**src/mfd_pkg.sv**
```systemverilog
// Shared types and codes for the multilevel feedback dispatcher.
`default_nettype none

package mfd_pkg;

  localparam int ID_W     = 4;
  localparam int ID_SPACE = 1 << ID_W;
  localparam int LEVELS   = 4;
  localparam int TIME_W   = 8;

  localparam logic [1:0] LVL_SYSTEM = 2'd0;
  localparam logic [1:0] LVL_LOWEST = 2'd3;

  localparam logic OP_ARRIVE = 1'b0;
  localparam logic OP_TICK   = 1'b1;

  localparam logic [2:0] EV_IDLE   = 3'd0;
  localparam logic [2:0] EV_SYSTEM = 3'd1;
  localparam logic [2:0] EV_START  = 3'd2;
  localparam logic [2:0] EV_RESUME = 3'd3;
  localparam logic [2:0] EV_ACCEPT = 3'd4;
  localparam logic [2:0] EV_REJECT = 3'd5;

  typedef struct packed {
    logic [2:0]        event_res;
    logic [ID_W-1:0]   job_out;
    logic [TIME_W-1:0] ran_ticks;
    logic              finished;
    logic [1:0]        new_level;
    logic [TIME_W-1:0] time_left;
  } res_t;

endpackage

`default_nettype wire

```
**src/multilevel_feedback_dispatcher_top.sv**
```systemverilog
// Four-level feedback dispatcher: per-level job FIFOs, job tables and result stage.
//
// Input stream (s_*): one beat is either a job arrival (s_tuser = 0) carrying
// id, level and run time, or a scheduling tick (s_tuser = 1). Output stream
// (m_*): exactly one result beat per input beat, in order. The result kind
// (idle, system run, user start, user resume, accepted, rejected) is on m_tuser.
// A beat is registered at the input, resolved in one pass through the four-way
// priority pick, the FIFO heads and the job tables, and lands in the output
// register, which drives m_tvalid.
// Throughput is one beat per cycle while m_tready stays high; that rate is set by the single pass
// through the level pick and the register FIFOs, each item updating state
// before the next one reads it.
// When the receiver stalls, the result register holds and an empty input
// register can still take one more beat; s_tready then drops until m_tready returns.
// Reset (rst, synchronous) empties all queues, clears the active and started
// flags and drops both valid stages. Stored run times and levels are written
// on arrival and need no reset.
`default_nettype none

module multilevel_feedback_dispatcher_top #(
  parameter int MAX_JOBS = 16
) (
  input  wire logic        clk,
  input  wire logic        rst,
  input  wire logic        s_tvalid,
  output logic             s_tready,
  input  wire logic [15:0] s_tdata,   // job_id[3:0], level[5:4], run_time[13:6], zero pad
  input  wire logic        s_tuser,   // op
  output logic             m_tvalid,
  input  wire logic        m_tready,
  output logic [23:0]      m_tdata,   // job_out[3:0], ran_ticks[11:4], finished[12],
                                      // new_level[14:13], time_left[22:15], zero pad
  output logic [2:0]       m_tuser    // event_res
);

  // only ids that fit the id field can ever be active
  localparam int NJ = (MAX_JOBS < mfd_pkg::ID_SPACE) ? MAX_JOBS : mfd_pkg::ID_SPACE;
  localparam int JW = $clog2(NJ);
  localparam int CW = $clog2(NJ + 1);
  localparam int TW = mfd_pkg::TIME_W;

  // input stage
  logic                  v1;
  logic                  op1;
  logic [mfd_pkg::ID_W-1:0] id1;
  logic [1:0]            lv1;
  logic [TW-1:0]         rt1;
  logic                  adv;

  // queues
  logic [JW-1:0] fifo_mem [mfd_pkg::LEVELS][NJ];
  logic [JW-1:0] rd_ptr   [mfd_pkg::LEVELS];
  logic [JW-1:0] wr_ptr   [mfd_pkg::LEVELS];
  logic [CW-1:0] cnt      [mfd_pkg::LEVELS];

  // job tables
  logic [TW-1:0] rem_tab [NJ];
  logic [1:0]    lvl_tab [NJ];
  logic [NJ-1:0] active;
  logic [NJ-1:0] started;

  // result stage
  mfd_pkg::res_t res;
  mfd_pkg::res_t res_next;

  // decode
  logic          in_range;
  logic [JW-1:0] idx;
  logic [TW-1:0] rt_fix;
  logic [1:0]    q_sel;
  logic          any_job;
  logic [JW-1:0] head_j;
  logic [TW-1:0] rem_dec;
  logic [1:0]    lvl_dem;

  logic          do_push;
  logic [1:0]    push_lv;
  logic [JW-1:0] push_id;
  logic          do_pop;
  logic          tab_we;
  logic [JW-1:0] tab_idx;
  logic [TW-1:0] rem_wd;
  logic          lvl_we;
  logic [1:0]    lvl_wd;
  logic          act_set;
  logic          act_clr;
  logic          st_set;
  logic          st_clr;

  assign adv      = v1 && (!m_tvalid || m_tready);
  assign s_tready = !v1 || adv;

  always_ff @(posedge clk) begin
    if (rst) begin
      v1 <= 1'b0;
    end else if (s_tready) begin
      v1 <= s_tvalid;
    end
    if (s_tready && s_tvalid) begin
      op1 <= s_tuser;
      id1 <= s_tdata[3:0];
      lv1 <= s_tdata[5:4];
      rt1 <= s_tdata[13:6];
    end
  end

  assign in_range = 32'(id1) < MAX_JOBS;
  assign idx      = id1[JW-1:0];
  assign rt_fix   = (lv1 != mfd_pkg::LVL_SYSTEM && rt1 == '0) ? TW'(1) : rt1;

  // level 0 first, then 1, 2, 3
  always_comb begin
    any_job = 1'b1;
    if (cnt[0] != '0)      q_sel = 2'd0;
    else if (cnt[1] != '0) q_sel = 2'd1;
    else if (cnt[2] != '0) q_sel = 2'd2;
    else begin
      q_sel   = 2'd3;
      any_job = (cnt[3] != '0);
    end
  end

  assign head_j  = fifo_mem[q_sel][rd_ptr[q_sel]];
  assign rem_dec = (rem_tab[head_j] != '0) ? rem_tab[head_j] - TW'(1) : '0;
  assign lvl_dem = (lvl_tab[head_j] != mfd_pkg::LVL_LOWEST) ? lvl_tab[head_j] + 2'd1
                                                           : mfd_pkg::LVL_LOWEST;

  always_comb begin
    res_next = '0;
    do_push  = 1'b0;
    push_lv  = lv1;
    push_id  = idx;
    do_pop   = 1'b0;
    tab_we   = 1'b0;
    tab_idx  = idx;
    rem_wd   = rt_fix;
    lvl_we   = 1'b0;
    lvl_wd   = lv1;
    act_set  = 1'b0;
    act_clr  = 1'b0;
    st_set   = 1'b0;
    st_clr   = 1'b0;
    if (op1 == mfd_pkg::OP_ARRIVE) begin
      res_next.job_out = id1;
      if (!in_range || active[idx]) begin
        res_next.event_res = mfd_pkg::EV_REJECT;
      end else begin
        res_next.event_res = mfd_pkg::EV_ACCEPT;
        res_next.new_level = lv1;
        res_next.time_left = rt_fix;
        do_push = 1'b1;
        tab_we  = 1'b1;
        lvl_we  = 1'b1;
        act_set = 1'b1;
        st_clr  = 1'b1;
      end
    end else if (any_job) begin
      do_pop           = 1'b1;
      tab_idx          = head_j;
      tab_we           = 1'b1;
      res_next.job_out = mfd_pkg::ID_W'(head_j);
      if (q_sel == mfd_pkg::LVL_SYSTEM) begin
        res_next.event_res = mfd_pkg::EV_SYSTEM;
        res_next.ran_ticks = rem_tab[head_j];
        res_next.finished  = 1'b1;
        rem_wd  = '0;
        act_clr = 1'b1;
      end else begin
        res_next.event_res = started[head_j] ? mfd_pkg::EV_RESUME : mfd_pkg::EV_START;
        res_next.ran_ticks = TW'(1);
        st_set = 1'b1;
        rem_wd = rem_dec;
        if (rem_dec == '0) begin
          res_next.finished = 1'b1;
          act_clr = 1'b1;
        end else begin
          res_next.new_level = lvl_dem;
          res_next.time_left = rem_dec;
          lvl_we  = 1'b1;
          lvl_wd  = lvl_dem;
          do_push = 1'b1;
          push_lv = lvl_dem;
          push_id = head_j;
        end
      end
    end
  end

  // queue pointers; one push and one pop at most per beat
  for (genvar g = 0; g < mfd_pkg::LEVELS; g++) begin : g_lvl
    logic push_hit;
    logic pop_hit;
    assign push_hit = adv && do_push && (push_lv == 2'(g));
    assign pop_hit  = adv && do_pop && (q_sel == 2'(g));

    always_ff @(posedge clk) begin
      if (rst) begin
        rd_ptr[g] <= '0;
        wr_ptr[g] <= '0;
        cnt[g]    <= '0;
      end else begin
        if (push_hit) begin
          wr_ptr[g] <= (wr_ptr[g] == JW'(NJ - 1)) ? '0 : wr_ptr[g] + JW'(1);
        end
        if (pop_hit) begin
          rd_ptr[g] <= (rd_ptr[g] == JW'(NJ - 1)) ? '0 : rd_ptr[g] + JW'(1);
        end
        if (push_hit && !pop_hit) begin
          cnt[g] <= cnt[g] + CW'(1);
        end else if (pop_hit && !push_hit) begin
          cnt[g] <= cnt[g] - CW'(1);
        end
      end
      if (push_hit) begin
        fifo_mem[g][wr_ptr[g]] <= push_id;
      end
    end
  end

  always_ff @(posedge clk) begin
    if (adv && tab_we) begin
      rem_tab[tab_idx] <= rem_wd;
    end
    if (adv && lvl_we) begin
      lvl_tab[tab_idx] <= lvl_wd;
    end
  end

  always_ff @(posedge clk) begin
    if (rst) begin
      active  <= '0;
      started <= '0;
    end else if (adv) begin
      if (act_set) active[tab_idx]  <= 1'b1;
      if (act_clr) active[tab_idx]  <= 1'b0;
      if (st_set)  started[tab_idx] <= 1'b1;
      if (st_clr)  started[tab_idx] <= 1'b0;
    end
  end

  always_ff @(posedge clk) begin
    if (rst) begin
      m_tvalid <= 1'b0;
    end else if (adv) begin
      m_tvalid <= 1'b1;
    end else if (m_tready) begin
      m_tvalid <= 1'b0;
    end
    if (adv) begin
      res <= res_next;
    end
  end

  assign m_tuser = res.event_res;
  assign m_tdata = {1'b0, res.time_left, res.new_level, res.finished, res.ran_ticks,
                    res.job_out};

endmodule

`default_nettype wire

```
**config.mk**
```make
export PLATFORM = sky130hd
export DESIGN_NAME = multilevel_feedback_dispatcher_top
export DESIGN_NICKNAME = d
export VERILOG_FILES = /design/src/mfd_pkg.sv /design/src/multilevel_feedback_dispatcher_top.sv
export SDC_FILE = /design/constraint.sdc
export NUM_CORES = 1
export LEC_CHECK = 0
export ABC_AREA = 0
export BUFFER_PORTS_ARGS = -buffer_cell sky130_fd_sc_hd__buf_2
export CORE_UTILIZATION = 60
export CTS_BUF_LIST = sky130_fd_sc_hd__clkbuf_8 sky130_fd_sc_hd__clkbuf_16
export CTS_CLUSTER_SIZE = 20
export DETAILED_ROUTE_END_ITERATION = 10
export PLACE_DENSITY = 0.88
export SYNTH_ARGS = -nofsm -noshare
export SYNTH_HDL_FRONTEND = slang
export SYNTH_SLANG_ARGS = --single-unit
export TNS_END_PERCENT = 1
```
**constraint.sdc**
```tcl
create_clock -name clk -period 16.6 [get_ports clk]
set_input_delay 1.66 -clock clk [delete_from_list [all_inputs] [get_ports clk]]
set_output_delay 1.66 -clock clk [all_outputs]
set_load 0.005 [all_outputs]
```
==> results <==
- The run finished with clean final reports.
- The synthesized design spends more area on one cell type than any other, namely sky130_fd_sc_hd__edfxtp_1.
- The average footprint of a synthesized cell is 12.2 um^2.
- The width of the chip is 205 um.
- In this run the cell area of the synthesized design comes to 24800 um^2.
- Following the worst setup path forward leads to its endpoint at cnt[2][4]$_SDFFCE_PN0P_.
- The TritonCTS clock tree is done.
- The maximum number of pins on one net before global-route repair is 76.
- The peak clock frequency supported by timing is 86.2 MHz.
- By area the synthesized netlist is led by sky130_fd_sc_hd__edfxtp_1, sky130_fd_sc_hd__nand2_1, sky130_fd_sc_hd__nor2_1, sky130_fd_sc_hd__dfxtp_1, sky130_fd_sc_hd__o21ai_0.
- In the final design database the tool counted 2084 nets.
- The total stage count of the critical path is 36.
- Sequential elements use 64.4% of the synthesized area.
- The length in cells of the worst reg-to-reg path is 36.
- The most used flip-flop cell after synthesis is sky130_fd_sc_hd__edfxtp_1.
- The worst path buffer plus inverter count is 7.
- The root buffer cell chosen for the clock tree is sky130_fd_sc_hd__clkbuf_16.
- The global-route wire length before repair is 102000 um.
- The overall overflow remaining after global route is 0.
- The post-synth net total is 2079.
- For this run, design rule violations remaining after detail routing come to 0.
- The time the final worst path needs with I/O delays and setup is 11600 ps.
- The slew of the pin with the lowest slew margin is 1250 ps.
- The via total after detailed routing is 18.4k.
- Dividing total power by cell area gives a power density of 123 nW/um^2.
- For this run, the slowest stage of the critical path takes 880 ps.
- The floorplan has 74 rows.
- The insertion delay to the later sink of the worst-skew pair is 630 ps.
- At the worst endpoint, the required time is 16910 ps.
- The first detailed-routing pass ran for 6 iterations.
- The type of element capturing the critical path is a register.
- The most common cell after layout, fill and taps aside is sky130_fd_sc_hd__edfxtp_1.
- The fraction of layout cells with a size suffix above 1 is 11.7%.
- The count of cells in the finished layout, fillers not included, comes to 2607.
- Buffers placed on the I/O ports in this run total 46.
- The chip height is 205 um.
- The post-CTS repair timing setup buffer count is 0.
- Yosys mapped a number of flops with a built-in enable equal to 509.
- The startpoint of the worst register-to-register path is cnt[0][0]$_DFFE_PP_.
- The data arrival time at the worst-slack endpoint is 11920 ps.
- The number of hold buffers added after CTS was 0.
- Setup repair after global routing left no endpoint under its margin.
- The critical path launch point is cnt[0][0]$_DFFE_PP_.
- The clock tree skew after final layout is 33.8 ps.
- The synthesis-stage register bit count is 543.
- The number of instances in the synthesized netlist is 2025.
- 0 antenna diodes ended up in the layout.
- The kind of critical path is register to register.
- After routing, the total negative slack on setup checks comes to 0 ps.
- For this configuration, the core starts out at a cell density of 60.7%.
- The detail route stage leaves a number of antenna-violating nets equal to 0.
- The number of ports placed on the die boundary is 50.
- After clock tree synthesis, the clock-pin slew on the worst setup and hold paths is 60 ps.
- The die covers 42200 um^2.
- The core region is 40800 um^2.
- The number of gates resized after cts is 0.
- In this design, the largest share of critical-path delay is due to compound AO/OA/AOI/OAI gates.
- The worst hold slack across all endpoints is 512 ps.
- After the first detailed-routing iteration, the DRC count stood at 2627.
- The number of clock sinks is 543.
- The all-layer global routing usage is 32.3%.
- In this run, CTS created clock tree buffers numbering 53.
- The distinct cell type count after synthesis is 99.
- The largest fanout of any net on the critical path is 62.
- The number of global-route vias before repair is 17.7k.
- The final standard cell utilization of the core is 66.6%.
- The final count of pins violating max slew came to 0.
- The cell total after placement is 2507.
- The slowest stage of the critical path is the sky130_fd_sc_hd__o32ai_2 cell.
- The number of antenna violations at the first check in global routing is 0.
- Dividing the detail-routed wire length by the instance count gives 26.1 um.
- In this run the deepest clock path goes through 3 buffers.
- The normalized max-slew margin is 16.7%.
- The top cell type by area accounts for 61.6% of the synthesized area.
- The layout-stage area growth over the synthesis result is 9.70%.
- Detailed placement ended at an HPWL of 42600 um.
- Across the VDD grid, the largest voltage drop is 0.109 mV.
- The worst setup path is launched from a register.
- The type of the most critical hold path is register to register.
- The final cycle utilization of the critical path is 69.9%.
- The hold violation count in the final report came to 0.
- For this block, the routed nets add up to 68000 um of wire.
- The tool flagged a number of max-cap violations equal to 0.
- Of all flip-flops after synthesis, the portion carrying an async set or reset was 0%.
- The leakage power figure is 9.12 nW.
- In the routed layout, each cell is associated on average with a via count of 7.05.
- The final-report setup violation count is 0.
- The weighted congestion reported at the end of routability-driven placement is 0.946.
- In the layout the commonest cells are sky130_fd_sc_hd__edfxtp_1, sky130_fd_sc_hd__nand2_1, sky130_fd_sc_hd__nor2_1.
- The number of synthesis warnings is 0.
- The terminus of the critical flop-to-flop path is cnt[2][4]$_SDFFCE_PN0P_.
- The H-tree was split into 2 levels.
- The cell seen most often among critical-path stages is sky130_fd_sc_hd__buf_4.
- Across all register-to-register paths, the minimum setup slack is 5000 ps.
[per-layer routing]
layer	track usage, %	part of all wire [%]	up-vias
li1	-	-	7770
met1	41.1	34	8682
met2	51.6	47	1600
met3	7.51	13	333
met4	17.4	6.0	0
met5	0	0	-
[cells by family after synthesis]
group / after synthesis / synth area share, %
other: 1 / 0.0151
DFF: 543 / 64.4
AOI/OAI and AO/OA: 497 / 13.6
adders and majority gates: 33 / 1.69
buffers and inverters: 186 / 3.41
muxes: 60 / 2.82
and+or+nand+nor: 685 / 13.4
xor gates and xnor gates: 20 / 0.706
[how the worst min path moves through the flow]
stage,startpoint,endpoint,slack [ps],cells after the start
CTS,active[7]$_SDFFE_PP0P_,active[7]$_SDFFE_PP0P_,510,2
global placement,active[1]$_SDFFE_PP0P_,active[1]$_SDFFE_PP0P_,490,2
floorplan,active[3]$_SDFFE_PP0P_,active[3]$_SDFFE_PP0P_,480,2
finish,active[7]$_SDFFE_PP0P_,active[7]$_SDFFE_PP0P_,510,2
detailed placement,active[7]$_SDFFE_PP0P_,active[7]$_SDFFE_PP0P_,500,2
global route,active[3]$_SDFFE_PP0P_,active[3]$_SDFFE_PP0P_,530,2
[synth_stat cells, types with 13 or more instances]
library cell and number:
sky130_fd_sc_hd__a2111oi_0 23, sky130_fd_sc_hd__inv_1 47, sky130_fd_sc_hd__buf_2 45, sky130_fd_sc_hd__a31oi_1 42, sky130_fd_sc_hd__a21o_1 14, sky130_fd_sc_hd__o21ai_0 101, sky130_fd_sc_hd__dfxtp_1 34, sky130_fd_sc_hd__nor2_1 196
sky130_fd_sc_hd__o22ai_1 28, sky130_fd_sc_hd__mux2i_1 44, sky130_fd_sc_hd__edfxtp_1 509, sky130_fd_sc_hd__nor3_1 61, sky130_fd_sc_hd__xnor2_1 13, sky130_fd_sc_hd__clkbuf_1 62, sky130_fd_sc_hd__ha_1 32, sky130_fd_sc_hd__a21oi_1 94
sky130_fd_sc_hd__nor4_1 17, sky130_fd_sc_hd__a211oi_1 67, sky130_fd_sc_hd__nand2_1 198, sky130_fd_sc_hd__and3_1 21, sky130_fd_sc_hd__nand3_1 78, sky130_fd_sc_hd__buf_1 14, sky130_fd_sc_hd__nand2b_1 17
[cell type report]
class                      instances  area (um^2)
sequential                       543        16000
tap                              532          666
clock buffer                      60         1430
timing repair buffer              88          546
inverter                          48          180
multi-input combinational       1296         8070
clock inverter                    40          349
fill                            2706        13600
[sequential cells by signal (all words and copies together), names as in the netlist, named ones only]
name,flops
lv1,2
wr_ptr,16
cnt,20
m_tdata,23
lvl_tab,32
fifo_mem,256
m_tuser,3
rt1,8
rd_ptr,16
id1,4
started,1
rem_tab,128
active,16
m_tvalid,1
v1,1
op1,1
[worst reg2reg max path: cells and delay by family (launching register included)]
family | cells | cell delay, ps
buf+inv | 7 | 2590
fa+ha+maj | 3 | 750
flops | 1 | 450
simple gates | 8 | 1530
xor+xnor | 1 | 180
compound gates | 17 | 5800
[metrics by stage]
stage | setup slack, ps | power (mW) | instance area (um^2)
after floorplan | 8180 | 1.95 | 24800
after global placement | 5860 | 2.10 | 25400
after detailed placement | 5480 | 2.12 | 25400
after CTS | 5400 | 3.33 | 27200
after global routing | 4580 | 3.42 | 27200
final | 5000 | 3.35 | 27200
[power breakdown]
| part | total (mW) | switching (mW) | internal, mW |
|---|---|---|---|
| clock network | 1.23 | 0.529 | 0.699 |
| logic | 0.561 | 0.400 | 0.161 |
| registers | 1.56 | 0.0202 | 1.54 |
| total | 3.35 | 0.949 | 2.40 |
(Power assumes the default switching activity.)
